### config.mk
export PLATFORM = sky130hd
export DESIGN_NAME = trimmed_mean_of_five_filter
export DESIGN_NICKNAME = d
export VERILOG_FILES = /design/src/sv/tmf_pkg.sv /design/src/sv/trimmed_mean_of_five_filter.sv /design/src/sv/tmf_store.sv /design/src/sv/tmf_rank.sv
export SDC_FILE = /design/constraint.sdc
export NUM_CORES = 1
export LEC_CHECK = 0
export CAP_MARGIN = 25
export CELL_PAD_IN_SITES_DETAIL_PLACEMENT = 0
export CELL_PAD_IN_SITES_GLOBAL_PLACEMENT = 1
export CORE_UTILIZATION = 60
export DETAILED_ROUTE_END_ITERATION = 12
export DONT_BUFFER_PORTS = 1
export PLACE_DENSITY_LB_ADDON = 0.15
export SYNTH_ARGS = -nofsm -noshare
export SYNTH_HDL_FRONTEND = slang
export SYNTH_SLANG_ARGS = --single-unit
### constraint.sdc
create_clock -name clk -period 12.4 [get_ports clk]
set_input_delay 0.62 -clock clk [delete_from_list [all_inputs] [get_ports clk]]
set_output_delay 0.62 -clock clk [all_outputs]
set_load 0.05 [all_outputs]
### src/sv/tmf_pkg.sv
// ============================================================================
// tmf_pkg: shared types and constants of the trimmed mean filter
// Holds the sequencer state type, the fixed port widths, the number of
// samples that survive trimming and the extra width of their sum.
// ============================================================================
`default_nettype none

package tmf_pkg;

  // Fixed widths of the request and result fields.
  localparam int CH_BITS     = 3;
  localparam int SAMPLE_IN_W = 10;
  localparam int OUT_BITS    = 10;

  // Number of middle samples that are kept and averaged.
  localparam int KEEP_COUNT  = 3;

  // Extra bits the sum of the kept samples needs over one sample.
  localparam int SUM_GROWTH  = 2;

  typedef enum logic [1:0] {
    ST_IDLE,
    ST_LOAD,
    ST_RANK
  } tmf_state_t;

endpackage

`default_nettype wire

### src/sv/trimmed_mean_of_five_filter.sv
// ============================================================================
// trimmed_mean_of_five_filter: per-channel trimmed mean of a group of samples
// Collects samples per channel and, on each completed group, gives the
// truncated mean of the middle three samples in sorted order.
// ============================================================================
// A request that does not complete its channel's group leaves busy low, so
// such requests may come in every cycle while busy is low.
// A request that completes a group holds busy high for the load-and-rank
// pass; the done strobe comes in the first cycle with busy low again.
// The length of the pass is set by the single comparator, which visits
// every ordered pair of the group, after a memory load.
// Reset clears the fill counts and the sequencer; done is never held off.
`default_nettype none

module trimmed_mean_of_five_filter #(
  parameter int CHANNELS    = 6,
  parameter int GROUP_SIZE  = 5,
  parameter int SAMPLE_BITS = 10
) (
  input  wire logic                              clk,
  input  wire logic                              rst,
  input  wire logic                              start,
  input  wire logic [tmf_pkg::CH_BITS-1:0]       channel,
  input  wire logic [tmf_pkg::SAMPLE_IN_W-1:0]   sample,
  output logic                                   busy,
  output logic                                   done,
  output logic      [tmf_pkg::CH_BITS-1:0]       result_channel,
  output logic      [tmf_pkg::OUT_BITS-1:0]      filtered
);

  localparam int DEPTH = CHANNELS * GROUP_SIZE;
  localparam int AW    = $clog2(DEPTH);
  localparam int FW    = $clog2(GROUP_SIZE);
  localparam int CIW   = (CHANNELS > 1) ? $clog2(CHANNELS) : 1;
  localparam int SUM_W = SAMPLE_BITS + tmf_pkg::SUM_GROWTH;
  // Division by three is a multiply by a rounded-up reciprocal. With two
  // fraction bits beyond the sum's width the truncated quotient is exact.
  localparam int SHIFT = SUM_W + 2;
  localparam int RW    = SHIFT - 1;
  localparam logic [RW-1:0] RECIP =
    RW'((2**SHIFT + tmf_pkg::KEEP_COUNT - 1) / tmf_pkg::KEEP_COUNT);
  localparam logic [FW-1:0] POS_LAST = FW'(GROUP_SIZE - 1);

  logic                   accept;
  logic                   ch_ok;
  logic [CIW-1:0]         ch_idx;
  logic [FW-1:0]          fill_count [CHANNELS];
  logic [FW-1:0]          pos;
  logic                   group_full;
  logic                   store_we;
  logic [AW-1:0]          waddr;
  logic [SAMPLE_BITS-1:0] wdata;
  logic [AW-1:0]          raddr;
  logic [SAMPLE_BITS-1:0] rdata;
  logic                   rank_start;
  logic [AW-1:0]          base;
  logic                   rank_done;
  logic [SUM_W-1:0]       sum;
  logic [SUM_W+RW-1:0]    product;
  logic [tmf_pkg::CH_BITS-1:0] pend_channel;

  // A request is taken whenever the sequencer is free. A channel number past
  // the last channel is taken and dropped without touching any state.
  assign accept = start && !busy;
  assign ch_ok  = (32'(channel) < CHANNELS);
  assign ch_idx = CIW'(channel);
  assign pos    = fill_count[ch_idx];
  assign group_full = (pos == POS_LAST);

  assign store_we   = accept && ch_ok;
  assign waddr      = AW'(int'(ch_idx) * GROUP_SIZE + int'(pos));
  assign wdata      = SAMPLE_BITS'(sample);
  assign rank_start = store_we && group_full;
  assign base       = AW'(int'(ch_idx) * GROUP_SIZE);

  always_ff @(posedge clk) begin
    if (rst) begin
      for (int c = 0; c < CHANNELS; c++) begin
        fill_count[c] <= '0;
      end
    end else if (store_we) begin
      if (group_full) begin
        fill_count[ch_idx] <= '0;
      end else begin
        fill_count[ch_idx] <= pos + FW'(1);
      end
    end
  end

  // Busy covers the whole load-and-rank pass of a completed group and drops
  // on the edge that registers the result.
  always_ff @(posedge clk) begin
    if (rst) begin
      busy <= 1'b0;
      done <= 1'b0;
    end else begin
      done <= rank_done;
      if (rank_start) begin
        busy <= 1'b1;
      end else if (rank_done) begin
        busy <= 1'b0;
      end
    end
  end

  always_ff @(posedge clk) begin
    if (rank_start) begin
      pend_channel <= channel;
    end
    if (rank_done) begin
      result_channel <= pend_channel;
      filtered       <= tmf_pkg::OUT_BITS'(product[SUM_W+RW-1:SHIFT]);
    end
  end

  assign product = (SUM_W+RW)'(sum) * (SUM_W+RW)'(RECIP);

  tmf_store #(
    .DEPTH (DEPTH),
    .WIDTH (SAMPLE_BITS)
  ) u_store (
    .clk   (clk),
    .we    (store_we),
    .waddr (waddr),
    .wdata (wdata),
    .raddr (raddr),
    .rdata (rdata)
  );

  tmf_rank #(
    .GROUP_SIZE  (GROUP_SIZE),
    .SAMPLE_BITS (SAMPLE_BITS),
    .ADDR_W      (AW)
  ) u_rank (
    .clk   (clk),
    .rst   (rst),
    .start (rank_start),
    .base  (base),
    .raddr (raddr),
    .rdata (rdata),
    .done  (rank_done),
    .sum   (sum)
  );

endmodule

`default_nettype wire

### src/sv/tmf_store.sv
// ============================================================================
// tmf_store: sample memory
// One write port and one read port with registered read data.
// ============================================================================
`default_nettype none

module tmf_store #(
  parameter int DEPTH = 30,
  parameter int WIDTH = 10
) (
  input  wire logic                     clk,
  input  wire logic                     we,
  input  wire logic [$clog2(DEPTH)-1:0] waddr,
  input  wire logic [WIDTH-1:0]         wdata,
  input  wire logic [$clog2(DEPTH)-1:0] raddr,
  output logic      [WIDTH-1:0]         rdata
);

  logic [WIDTH-1:0] mem [DEPTH];

  always_ff @(posedge clk) begin
    if (we) begin
      mem[waddr] <= wdata;
    end
  end

  always_ff @(posedge clk) begin
    rdata <= mem[raddr];
  end

endmodule

`default_nettype wire

### src/sv/tmf_rank.sv
// ============================================================================
// tmf_rank: rank-and-sum sequencer
// Loads one group from the sample memory into a rotating register line, then
// ranks each sample with a single comparator and adds up the middle ones.
// ============================================================================
`default_nettype none

module tmf_rank #(
  parameter int GROUP_SIZE  = 5,
  parameter int SAMPLE_BITS = 10,
  parameter int ADDR_W      = 5
) (
  input  wire logic                                   clk,
  input  wire logic                                   rst,
  input  wire logic                                   start,
  input  wire logic [ADDR_W-1:0]                      base,
  output logic      [ADDR_W-1:0]                      raddr,
  input  wire logic [SAMPLE_BITS-1:0]                 rdata,
  output logic                                        done,
  output logic      [SAMPLE_BITS+tmf_pkg::SUM_GROWTH-1:0] sum
);

  localparam int FW     = $clog2(GROUP_SIZE);
  localparam int GW     = $clog2(GROUP_SIZE + 1);
  localparam int SUM_W  = SAMPLE_BITS + tmf_pkg::SUM_GROWTH;
  localparam int MID    = GROUP_SIZE / 2;
  localparam int HALF   = tmf_pkg::KEEP_COUNT / 2;
  localparam logic [FW-1:0] RANK_LO = FW'(MID - HALF);
  localparam logic [FW-1:0] RANK_HI = FW'(MID + HALF);
  localparam logic [GW-1:0] G_CNT   = GW'(GROUP_SIZE);
  localparam logic [FW-1:0] J_LAST  = FW'(GROUP_SIZE - 1);

  tmf_pkg::tmf_state_t state, state_next;

  logic [ADDR_W-1:0]      base_q;
  logic [GW-1:0]          cnt;
  logic                   rd_valid;
  logic [FW-1:0]          j;
  logic [GW-1:0]          s;
  logic [SAMPLE_BITS-1:0] work [GROUP_SIZE];
  logic [SAMPLE_BITS-1:0] cand;
  logic [FW-1:0]          rank;
  logic [FW-1:0]          kidx;
  logic                   issue_rd;
  logic                   load_end;
  logic                   round_end;
  logic                   finish;
  logic                   counts;

  always_ff @(posedge clk) begin
    if (rst) begin
      state <= tmf_pkg::ST_IDLE;
    end else begin
      state <= state_next;
    end
  end

  always_comb begin
    int kt;
    state_next = state;
    issue_rd   = 1'b0;
    load_end   = 1'b0;
    round_end  = 1'b0;
    finish     = 1'b0;
    kt = int'(j) + int'(s);
    if (kt >= GROUP_SIZE) begin
      kt = kt - GROUP_SIZE;
    end
    kidx = FW'(kt);
    case (state)
      tmf_pkg::ST_IDLE: begin
        if (start) begin
          state_next = tmf_pkg::ST_LOAD;
        end
      end
      tmf_pkg::ST_LOAD: begin
        issue_rd = (cnt < G_CNT);
        load_end = (cnt == G_CNT);
        if (load_end) begin
          state_next = tmf_pkg::ST_RANK;
        end
      end
      tmf_pkg::ST_RANK: begin
        round_end = (s == G_CNT);
        finish    = round_end && (j == J_LAST);
        if (finish) begin
          state_next = tmf_pkg::ST_IDLE;
        end
      end
      default: begin
        state_next = tmf_pkg::ST_IDLE;
      end
    endcase
  end

  // The one comparator: a sample ranks behind every larger one and behind an
  // equal one that sits earlier in the group.
  assign counts = (work[0] > cand) || ((work[0] == cand) && (kidx < j));

  assign raddr = base_q + ADDR_W'(cnt);

  always_ff @(posedge clk) begin
    if (rst) begin
      rd_valid <= 1'b0;
      done     <= 1'b0;
    end else begin
      rd_valid <= issue_rd;
      done     <= finish;
    end
  end

  always_ff @(posedge clk) begin
    if ((state == tmf_pkg::ST_IDLE) && start) begin
      base_q <= base;
      cnt    <= '0;
    end
    if (state == tmf_pkg::ST_LOAD) begin
      cnt <= cnt + GW'(1);
      if (load_end) begin
        j   <= '0;
        s   <= '0;
        sum <= '0;
      end
    end
    if (rd_valid) begin
      for (int i = 0; i < GROUP_SIZE - 1; i++) begin
        work[i] <= work[i + 1];
      end
      work[GROUP_SIZE - 1] <= rdata;
    end
    if (state == tmf_pkg::ST_RANK) begin
      for (int i = 0; i < GROUP_SIZE - 1; i++) begin
        work[i] <= work[i + 1];
      end
      work[GROUP_SIZE - 1] <= work[0];
      if (s == '0) begin
        cand <= work[0];
        rank <= '0;
      end else if (!round_end) begin
        if (counts) begin
          rank <= rank + FW'(1);
        end
      end
      if (round_end) begin
        s <= '0;
        j <= j + FW'(1);
        if (rank inside {[RANK_LO:RANK_HI]}) begin
          sum <= sum + SUM_W'(cand);
        end
      end else begin
        s <= s + GW'(1);
      end
    end
  end

endmodule

`default_nettype wire

# Word level (Yosys, flattened, before mapping)
# Memories as Yosys holds them, arrays and structs flattened. A register that Yosys moved wholly into a read port is not among the register bits.
# Cells that the tools add are included.
# op_classes
n_addsub,10
multipliers,2
order_cmp,7
n_eq_ne,11
muxes,51
bitwise_logic,8
reduce_logical,23
# op_table
operator,count
$mux 12,5
$mux 10,5
$mux 3,16
$mul 12x12->23 const B,1
$mux 1,21
$add 3x1->3 const B,5
$add 12x10->12,1
$eq 3x3->1 const B,4
$eq 10x10->1,1
$gt 10x10->1,1
$reduce_bool 2->1,5
$logic_and 1x1->1,7
$lt 3x3->1 const B,2
$mux 2,3
$ne 2x1->1 const B,3
$or 1x1->1,6
$pmux 2 s3,1
$reduce_and 3->1,2
$add 5x3->5,1
$add 5x4->5,1
$mul 3x3->5 const B,1
$add 3x3->4,1
$ge 4x3->1 const B,1
$reduce_and 2->1,2
14 further kinds,16
# totals
reg_bits,61
ram_bits,368
in_bits,16
wordCells,130
mem_count,3
# memory_table
name,depth,word_bits,rd,rd_clocked_by_memory_dff,write_ports,line_no,rtl
u_store.mem,30,10,1,1,1,tmf_store.sv:19,logic [WIDTH-1:0] mem [DEPTH];
u_rank.work,5,10,5,0,5,tmf_rank.sv:40,logic [SAMPLE_BITS-1:0] work [GROUP_SIZE];
fill_count,6,3,1,0,6,trimmed_mean_of_five_filter.sv:47,logic [FW-1:0] fill_count [CHANNELS];

# Logic depth before layout (Yosys ltp)
# Gate-level depths: netlist of run 1.
# logic_depth
depth_word,9
ltp_mapped,16
depth_no_buf,16

# By module
# A second synthesis of run 1 with hierarchy kept.
# unflattened
hier_cells,1276
hier_area_um2,20527.2
# by_module_without_submodules
module,instances,cells_per_inst,area_per_inst_um2,seq_area_each_um2
tmf_store,1,541,11736.3,9208.8
tmf_rank,1,349,4436.8,2602.5
trimmed_mean_of_five_filter,1,386,4354.2,1241.2

# Least setup slack after synthesis of run 1
# Ideal clock, no wire load.
# synth_path
path_type,register -> register
from,register u_rank.sum[1] in the netlist's numbering
to,"register filtered[8] in the netlist's numbering, data pin"
setup_time_ps,257
arrival_ps,4425
required_ps,12143
setup_slack_ps,7718
path_stages_with_launch,17
path_buffers,0
synth_period_minus_slack_ps,4682
path_cell_list,dfxtp_1 -> ha_1 -> fa_1 -> inv_1 -> fa_1 -> inv_1 -> fa_1 -> inv_1 -> fa_1 -> inv_1 -> ha_1 -> a21oi_1 -> o21ai_0 -> o2bb2ai_1 -> or4_1 -> and2_1 -> xor2_1
# synth_via
elab_chain_cells,1
# synth_rtl
element,line_no,rtl
from (decl),tmf_rank.sv:20,output logic [SAMPLE_BITS+tmf_pkg::SUM_GROWTH-1:0] sum
from (signal assigned),tmf_rank.sv:148,sum <= sum + SUM_W'(cand);
$mul 12x12->23,trimmed_mean_of_five_filter.sv:116,assign product = (SUM_W+RW)'(sum) * (SUM_W+RW)'(RECIP);
named net product[22],trimmed_mean_of_five_filter.sv:59,logic [SUM_W+RW-1:0] product;
to (signal assigned),trimmed_mean_of_five_filter.sv:112,filtered <= tmf_pkg::OUT_BITS'(product[SUM_W+RW-1:SHIFT]);
to (decl),trimmed_mean_of_five_filter.sv:28,output logic [tmf_pkg::OUT_BITS-1:0] filtered
# The timed path passes the listed nets, and every way through them passes these cells.
# A chain may end at the register's enable or synchronous reset.

# Final worst setup path of run 1
# layout_path
from,register u_rank.sum[1] in the netlist's numbering
to,"register filtered[9] in the netlist's numbering, data pin"
# Same word-level chain as after synthesis.

==> run metrics, run 1 <==
outcome finished clean; Max Cap Viol 0; flop2flop setup slack 7.32 ns; grt ovf 0; Synth area leader edfxtp_1; clock sinks 445; initial antenna violation count 0; CP startpoint u_rank.sum[1]$_DFF_P_; GP Congestion 0.816; Post-route DRC 0; Syn. warnings 0; antenna diode count 0; die area 35,000 sq um; CP Capture Type flop; Hold Fails Final Rpt 0; row count 67; Post-CTS Setup Bufs 0; number of synthesized flops with an enable pin 414; min Tclk post-route 5.08 ns; CP Max Fanout 8; Worst Max-Slew Pin Slew 1.07 ns; Clock Latency Late Sink 0.57 ns; hold_buf cts 0; prevailing post-synth register cell edfxtp_1; Max Slew Vio Count 0; initial DRC count 849; VDD IR max 0.000143 V; Post-synth ARST share 0; worst r2r src u_rank.sum[1]$_DFF_P_; first-pass GRT wire length 60,400 um; vias in the first global route 10,300; drt total wl 39,000 um; number of buffers created by CTS 45; Die X-Extent 187 um; DP Area 21,100 sq um; Initial Util 0.611; static leakage 8.27 nW; count of input and output buffers 0; Synth Instances 1,223; pwr/cell area 143 nW/um^2; capture point of the worst reg-to-reg path filtered[9]$_DFFE_PP_; final non-filler cell area 22,600 sq um; CTS tree built; sequential share of the synthesized area 0.635; area grow syn2layout 9.76%; vias 10,400; TritonRoute pass-1 iters 5; slew margin rel. 0.287; synth unique cells 59; H-tree depth 2; Post-Route Setup TNS 0 ns; Arr. time, crit path 5.38 ns; Min Hold Slack 0.126 ns; GRT Overall Usage 0.231; worst min-delay path category in -> reg; layout cell share with drive strength beyond 1 0.165; Avg Vias per Cell 5.98; Pwr Total 0.00322 W; synthesized area 20,500 sq um; Nets 1,444; root buffer cell clkbuf_16; Synth Area per Inst 16.8 sq um; Max Clk Rate 197 MHz; CTS resizes 0; DRT antenna net count 0; worst reg-to-reg path cell count 16; largest buffer count on any clock path 3; worst path required time 12.70 ns; Setup-failing EPs final 0; io pins 31; DP HPWL 25,800 um; WL/cell 22.5 um; critical path type reg -> reg; Yosys reg bits 445; top cells by area, synth edfxtp_1 61%, mux4_2 10%, ha_1 7.8%; critical path capture point filtered[9]$_DFFE_PP_; RSZ-0062 raised after global routing no; crit share post-route 0.410; pin count of the biggest net entering global routing 71; Die H 187 um; area share of the largest cell type after synthesis 0.605; Core ar. 33,600 sq um; clk slew on worst S/H paths 0.06 ns; startpoint types flop; skew final 0.0212 ns
## Yosys cell counts (all sizes together), types with 8 or more instances
cell type  number
xnor2          19
ha            128
edfxtp        414
nor2           75
buf            13
dfxtp          31
a211oi         10
clkbuf         20
a21oi          30
a21o            8
nand2          35
mux4           96
nor2b          10
xor2           14
mux2           31
inv           111
fa             43
o21ai          30
nand3          18
## where the power goes
part	leakage, nW	switching (W)	total (W)	internal, W
sequential	4.02	0.0000116	0.00169	0.00168
clock	0.670	0.000539	0.00129	0.000747
combinational	3.58	0.000127	0.000235	0.000109
total	8.27	0.000677	0.00322	0.00254
## layout make-up
cell class / count / area [sq um]
well taps: 448 / 561
clock buffers: 59 / 1210
inverters: 111 / 417
clock inverters: 16 / 174
fillers: 2263 / 11100
flip-flops and latches: 445 / 13100
multi-input cells: 639 / 6990
repair buffers: 15 / 150
## flip-flops by register name (all words and copies together) (netlist names), 5 cells and up
| name | flops |
|---|---|
| u_rank.sum | 12 |
| u_rank.cand | 10 |
| fill_count | 24 |
| u_rank.base_q | 5 |
| filtered | 10 |
| u_store.mem | 300 |
| u_rank.work | 50 |
| u_store.rdata | 10 |
## metrics by stage
stage	util	std cells	setup slack, ns
after floorplan	-	1228	7.72
after global placement	0.627	1650	7.44
after detailed placement	0.628	1653	7.36
after CTS	0.669	1728	7.33
after global routing	0.671	1733	7.08
final	0.671	1733	7.32
## worst max-delay path: stages, from the launching register on
cell and delay [ns]:
dfxtp_1 0.49, ha_1 0.33, fa_1 0.50, inv_1 0.06
fa_1 0.52, inv_1 0.05, fa_1 0.52, inv_1 0.05
fa_1 0.52, inv_1 0.04, ha_1 0.35, a21oi_1 0.16
o21ai_0 0.16, o2bb2ai_1 0.23, or4_1 0.52, a31oi_1 0.21
xnor2_1 0.08
## cell families (layout without fill, tap and decap cells)
family	Yosys count	count (layout)	share of synthesized area
buffers and inverters	144	201	0.0276
multiplexers	131	131	0.125
XOR/XNOR	33	33	0.0141
other	1	6	0.000183
adder cells (fa/ha/maj)	171	171	0.120
AND/OR/NAND/NOR	184	184	0.0422
AO/OA/AOI/OAI	114	114	0.0361
flip-flops	445	445	0.635
## placed cells by master (no fill, tap or decap), types with 4 or more instances in the layout
cell and instances:
nand2b_1 6, xor2_1 14, a21o_1 8, nor2_1 75, xnor2_1 16, inv_1 111, nor2b_1 10, and3_1 5
mux4_2 94, conb_1 6, a21oi_1 30, clkinv_1 5, o31ai_1 4, mux2_2 30, a211oi_1 9, nand3_1 18
buf_4 10, clkbuf_1 12, o21ai_0 30, nand4_1 4, nand2_1 35, dfxtp_1 31, o21a_1 7, and2_1 5
ha_1 127, nor3_1 7, clkbuf_16 46, edfxtp_1 414, fa_1 42, mux2i_1 4
## routing by layer
layer | up-vias | wire length [um] | track usage
met4 | 0 | 833 | 0.0634
met3 | 51 | 2180 | 0.0394
met5 | - | 0 | 0
li1 | 4722 | - | -
met1 | 5306 | 16800 | 0.329
met2 | 278 | 19200 | 0.375
## worst min-delay path by stage
stage                                       from                      endpoint  slack [ns]  cells past startpoint
finish                                       rst  u_rank.state[1]$_SDFFE_PP0P_        0.13                      1
CTS                                          rst  u_rank.state[1]$_SDFFE_PP0P_        0.09                      1
floorplan              pend_channel[0]$_DFFE_PP_   result_channel[0]$_DFFE_PP_        0.40                      0
global route                                 rst  u_rank.state[1]$_SDFFE_PP0P_         0.1                      1
global placement    u_rank.work[0][43]$_DFFE_PP_  u_rank.work[0][33]$_DFFE_PP_        0.40                      0
detailed placement  u_rank.work[0][27]$_DFFE_PP_  u_rank.work[0][17]$_DFFE_PP_        0.40                      0
Note: power is estimated with default switching activity, not from simulation.
==> run 2: changes to the inputs <==
--- a/config.mk
+++ b/config.mk
@@ -5,10 +5,11 @@
 export SDC_FILE = /design/constraint.sdc
 export NUM_CORES = 1
 export LEC_CHECK = 0
+export ABC_AREA = 1
 export CAP_MARGIN = 25
 export CELL_PAD_IN_SITES_DETAIL_PLACEMENT = 0
 export CELL_PAD_IN_SITES_GLOBAL_PLACEMENT = 1
-export CORE_UTILIZATION = 60
+export CORE_UTILIZATION = 47
 export DETAILED_ROUTE_END_ITERATION = 12
 export DONT_BUFFER_PORTS = 1
 export PLACE_DENSITY_LB_ADDON = 0.15
==> constraint.sdc (replaced) <==
create_clock -name clk -period 4.2 [get_ports clk]
set_input_delay 0.21 -clock clk [delete_from_list [all_inputs] [get_ports clk]]
set_output_delay 0.21 -clock clk [all_outputs]
set_load 0.05 [all_outputs]
==> run 2 against run 1 <==
Clock skew increased by 0.0053 ns. Non-clock buffer count increased by 77. Via count increased by 34%. Synthesized area increased by 3.8%. Global-route usage decreased by 1.5 points. Largest cell class unchanged.
==> run metrics, run 2 <==
pin count of the biggest net entering global routing 150; worst path required time 4.54 ns; VDD IR max 0.000941 V; prevailing post-synth register cell edfxtp_1; combinational power share 0.502; most frequent cell after synthesis edfxtp_1; max FFs per register 300; Core ar. 44,500 sq um; Syn. warnings 0; skew final 0.0265 ns; drt total wl 49,200 um; Initial Util 0.479; most common cell after layout, fill and taps aside edfxtp_1; Setup-failing EPs final 0; count of input and output buffers 0; fillcell total 3,853; Arr. time, crit path 4.39 ns; vias in the first global route 13,800; GRT Overall Usage 0.216; startpoint types flop; P_sw 0.00809 W; largest buffer count on any clock path 3; root buffer cell clkbuf_16; Post-Route Setup TNS 0 ns; Avg Vias per Cell 5.31; row count 77; Synth Instances 1,898; cell mode on critical path fa_1; Commonest cells post-synth 414 x edfxtp_1, 268 x nand2_1, 268 x nor2_1, 174 x inv_1, 152 x o21ai_0; Clock Latency Late Sink 0.59 ns; Synth area leader edfxtp_1; clock sinks 445; CP Capture Type flop; Max Cap Viol 0; Synth Area in Simple Gates 0.128; FF/Latch Area 13,100 sq um; Nets 2,165; Post-Layout Cell Count 2,609; slew margin rel. 0.373; clock share of power 0.213; final non-filler cell area 24,500 sq um; Post-route DRC 0; sequential share of the synthesized area 0.612; min Tclk post-route 4.05 ns; CTS tree built; flop2flop setup slack 0.15 ns; Worst Max-Slew Pin Slew 0.939 ns; antenna diode count 0; Max Slew Vio Count 0; Top Registers u_store.mem x300, u_rank.work x50, fill_count x24; H-tree depth 2; worst path cell trace ha_4 > fa_1 > fa_1 > fa_1 > inv_1 > fa_1 > inv_1 > ha_4 > a21oi_2 > o21ai_0 > a21oi_1 > nand2_2 > nand2_2 > nand2_1 > nand2_1 > nand2_1; Yosys reg bits 445; grt ovf 0; static leakage 9.60 nW; io pins 31; Switching Share 0.406; pwr/cell area 814 nW/um^2; Sequential Power Share 0.285; number of buffers created by CTS 48; Die H 215 um; layout cell share with drive strength beyond 1 0.109; Max Clk Rate 247 MHz; first-pass GRT wire length 77,200 um; Synth Area per Inst 11.2 sq um; placed cells 2,494; Synth Area in Adders 0.115; Die X-Extent 215 um; vias 13,900; Post-Synth XOR/XNOR Area 0.0113; DRT antenna net count 0; slowest CP cell fa_1; initial antenna violation count 0; outcome finished clean; most frequent cells in the layout 414 x edfxtp_1, 264 x nor2_1, 261 x nand2_1; worst min-delay path category in -> reg; Hold Fails Final Rpt 0; clk slew on worst S/H paths 0.06 ns; WL/cell 18.9 um; die area 46,200 sq um; largest family of logic cells by synthesized area simple AND/OR/NAND/NOR gates; final core utilization 0.550; area grow syn2layout 14.8%; synth unique cells 48; area share of the largest cell type after synthesis 0.583; crit-path max cell delay 0.56 ns; initial DRC count 916; top cells by area, synth edfxtp_1 58%, ha_1 7.5%, nand2_1 4.7%; mux cell area share after synthesis 0; Int Pwr 0.0118 W; Post-synth ARST share 0; GP Congestion 0.830; CP Max Fanout 4; DP HPWL 31,000 um; Reg with most FFs u_store.mem; crit share post-route 0.965; synthesized area 21,300 sq um; Synth Area in Compound Gates 0.0845; DP Area 22,300 sq um; area of the multi-input gates 7500 sq um; number of synthesized flops with an enable pin 414; critical path type reg -> reg; TritonRoute pass-1 iters 5
-- run 2: cell type report --
type | instances | area share
Sequential cell | 445 | 0.533
Timing Repair Buffer | 92 | 0.0359
Tap cell | 592 | 0.0303
Multi-Input combinational cell | 1202 | 0.306
Clock buffer | 64 | 0.0523
Clock inverter | 25 | 0.0125
Inverter | 189 | 0.0291
-- run 2: kinds of logic after synthesis --
family | after synthesis
AOI/OAI and AO/OA | 331
xor gates and xnor gates | 25
buffers and inverters | 256
other | 1
DFF | 445
and+or+nand+nor | 669
adders and majority gates | 171
-- run 2: final timing paths --
kind | cells past startpoint | from | endpoint
min | 4 | channel[0] | fill_count[3][2]$_SDFFCE_PN0P_
max reg2reg | 16 | u_rank.sum[2]$_DFF_P_ | filtered[7]$_DFFE_PP_
max | 16 | u_rank.sum[2]$_DFF_P_ | filtered[7]$_DFFE_PP_
min reg2reg | 0 | u_rank.work[0][29]$_DFFE_PP_ | u_rank.work[0][19]$_DFFE_PP_
-- run 2: metal layers --
metal  wire length [um]  share of wire  up-vias  track usage
li1                   -              -     6751            -
met1              22300           0.45     6743        0.291
met2              23800           0.48      284        0.363
met3               1930          0.039       79       0.0280
met4               1200          0.024        0       0.0707
met5                  0              0        -            0
-- run 2: timing repair --
| action | 4_1_cts | 5_1_grt |
|---|---|---|
| gates resized for setup | 13 | 41 |
| hold buffers | 25 | 0 |
| setup endpoints to repair | 8 | 10 |
| setup buffers | 0 | 1 |
| pin swaps | 10 | 19 |
| hold endpoints to repair | 318 | 0 |
-- run 2: metrics by stage --
step,hold WS [ns],total power (W),setup slack (ns)
2_1_floorplan,0.279,0.0118,0.0317
3_3_place_gp,0.281,0.0142,-0.101
3_5_place_dp,0.282,0.0143,-0.127
4_1_cts,0.0220,0.0191,0.0304
5_1_grt,0.0680,0.0216,-0.0380
6_report,0.0501,0.0199,0.146
-- run 2: power groups by stage --
stage / clock network (W) / logic [W] / registers (W)
finish: 0.00425 / 0.0100 / 0.00568
global route: 0.00449 / 0.0114 / 0.00572
CTS: 0.00433 / 0.00906 / 0.00566
detailed placement: 0 / 0.00853 / 0.00575
global placement: 0 / 0.00851 / 0.00574
floorplan: 0 / 0.00605 / 0.00573
-- run 2: critical path, delay by kind of cell, from the launching register on --
family                     cells  cell delay [ns]
adders and majority gates      6             2.58
AOI/OAI and AO/OA              3             0.40
DFF                            1             0.36
and+or+nand+nor                5             0.34
buffers and inverters          2             0.13
==> run 3: changes to the inputs <==
--- a/config.mk
+++ b/config.mk
@@ -13,6 +13,8 @@
 export DETAILED_ROUTE_END_ITERATION = 12
 export DONT_BUFFER_PORTS = 1
 export PLACE_DENSITY_LB_ADDON = 0.15
+export REMOVE_ABC_BUFFERS = 1
+export SKIP_CTS_REPAIR_TIMING = 1
 export SYNTH_ARGS = -nofsm -noshare
 export SYNTH_HDL_FRONTEND = slang
 export SYNTH_SLANG_ARGS = --single-unit
==> run 3 against run 2 <==
Worst setup slack better by 0.014 ns. Cell count is 0.19% lower. Combinational power hardly changed. Power is 0.23% lower. Register-to-register slack hardly changed. Hold slack worse by 0.035 ns. First-iteration DRC count is 7.3% higher. Sequential share of layout area is 0.15 points higher. Final area is 0.28% lower. Sequential power hardly changed. Global-route usage is 0.10 points higher. Critical endpoint is now filtered[1]$_DFFE_PP_. Largest cell class unchanged. Largest power group unchanged.
==> run metrics, run 3 (synthesis gave the netlist of run 2 again) <==
GRT Overall Usage 0.217; Max Clk Rate 248 MHz; Post-Layout Cell Count 2,604; skew final 0.0255 ns; number of buffers created by CTS 47; Die H 215 um; most common cell after layout, fill and taps aside edfxtp_1; Max Cap Viol 0; vias in the first global route 13,700; CP Max Fanout 4; Reg with most FFs u_store.mem; Arr. time, crit path 4.38 ns; Hold Fails Final Rpt 0; CP startpoint u_rank.sum[2]$_DFF_P_; outcome finished clean; startpoint types flop; hold_sp rst; Top Registers u_store.mem x300, u_rank.work x50, fill_count x24; initial antenna violation count 0; worst min-delay path category in -> reg; Min Hold Slack 0.0150 ns; Post-route DRC 0; fillcell total 3,864; flop2flop setup slack 0.16 ns; largest buffer count on any clock path 3; die area 46,200 sq um; DRT antenna net count 0; area grow syn2layout 14.5%; first-pass GRT wire length 76,900 um; DP Area 22,300 sq um; row count 77; grt ovf 0; final non-filler cell area 24,400 sq um; slowest CP cell fa_1; pwr/cell area 814 nW/um^2; Nets 2,163; Clock Latency Late Sink 0.59 ns; clock sinks 445; crit-path max cell delay 0.53 ns; crit share post-route 0.962; worst path required time 4.54 ns; most frequent cells in the layout 414 x edfxtp_1, 264 x nor2_1, 261 x nand2_1; io pins 31; drt total wl 50,000 um; CP Capture Type flop; clk slew on worst S/H paths 0.06 ns; WL/cell 19.2 um; Avg Vias per Cell 5.36; Die X-Extent 215 um; TritonRoute pass-1 iters 6; worst path cell trace ha_1 > fa_1 > fa_1 > fa_1 > inv_1 > fa_1 > inv_1 > ha_4 > a21oi_4 > o21ai_2 > a21oi_2 > nand2_2 > buf_4 > xor2_1; GP Congestion 0.878; H-tree depth 2; slew margin rel. 0.382; Max Slew Vio Count 0; worst r2r src u_rank.sum[2]$_DFF_P_; Core ar. 44,500 sq um; initial DRC count 983; pin count of the biggest net entering global routing 150; Setup-failing EPs final 0; critical path type reg -> reg; DP HPWL 31,800 um; antenna diode count 0; VDD IR max 0.00150 V; Initial Util 0.479; placed cells 2,493; cell mode on critical path fa_1; root buffer cell clkbuf_16; static leakage 9.57 nW; count of input and output buffers 0; vias 14,000; CTS tree built; min Tclk post-route 4.04 ns; layout cell share with drive strength beyond 1 0.109; max FFs per register 300; Worst Max-Slew Pin Slew 0.923 ns
-- run 3: cell types whose count changed in the layout (fill, tap and decap cells not counted), moves of 2 or more --
cell / delta
clkinv_2: +2
buf_4: -3
inv_1: +2
a21oi_2: +2
inv_2: -2
clkinv_4: -2
bufinv_16: -2
clkbuf_1: -2
o21ai_2: +2
inv_6: +2
buf_12: +3
a21oi_1: -2
-- run 3: worst paths after layout --
check | cells after the start | end
max | 14 | filtered[1]$_DFFE_PP_
max reg2reg | 14 | filtered[1]$_DFFE_PP_
min reg2reg | 0 | u_rank.work[0][33]$_DFFE_PP_
min | 3 | u_rank.state[1]$_SDFFE_PP0P_
-- run 3: critical path: cells and delay by family (launching register included) --
kind            cells  cell delay, ns
compound gates      3            0.39
fa+ha+maj           6            2.55
xor+xnor            1            0.13
buf+inv             3            0.27
simple gates        1            0.10
flops               1            0.34
-- run 3: power breakdown --
group / switching [W] / leakage, nW / internal [W]
registers: 0.000210 / 4.03 / 0.00547
clock network: 0.00166 / 0.732 / 0.00236
logic: 0.00626 / 4.80 / 0.00392
-- run 3: cell type report --
| class | instances | area, sq um | area share |
|---|---|---|---|
| inverters | 189 | 713 | 0.0292 |
| well taps | 592 | 741 | 0.0303 |
| flip-flops and latches | 445 | 13100 | 0.535 |
| multi-input cells | 1202 | 7510 | 0.308 |
| clock inverters | 23 | 221 | 0.00907 |
| clock buffers | 62 | 1260 | 0.0517 |
| repair buffers | 91 | 906 | 0.0371 |
-- run 3: metrics by stage --
| step | setup TNS [ns] | worst slack, ns | utilization | total power [W] |
|---|---|---|---|---|
| CTS | -0.662 | -0.143 | 0.535 | 0.0185 |
| floorplan | -9.21 | -0.923 | - | 0.0117 |
| global placement | -0.359 | -0.110 | 0.501 | 0.0143 |
| detailed placement | -0.567 | -0.124 | 0.501 | 0.0144 |
| global route | -0.00200 | -0.00200 | 0.549 | 0.0217 |
| finish | 0 | 0.160 | 0.549 | 0.0199 |
-- run 3: layer usage --
layer  global-route usage  vias to the layer above  share of wire  wire length [um]
met5                    0                        -              0                 0
li1                     -                     6752              -                 -
met1                0.281                     6808           0.43             21700
met3               0.0313                       90          0.047              2330
met2                0.370                      310           0.49             24300
met4               0.0827                        0          0.033              1670
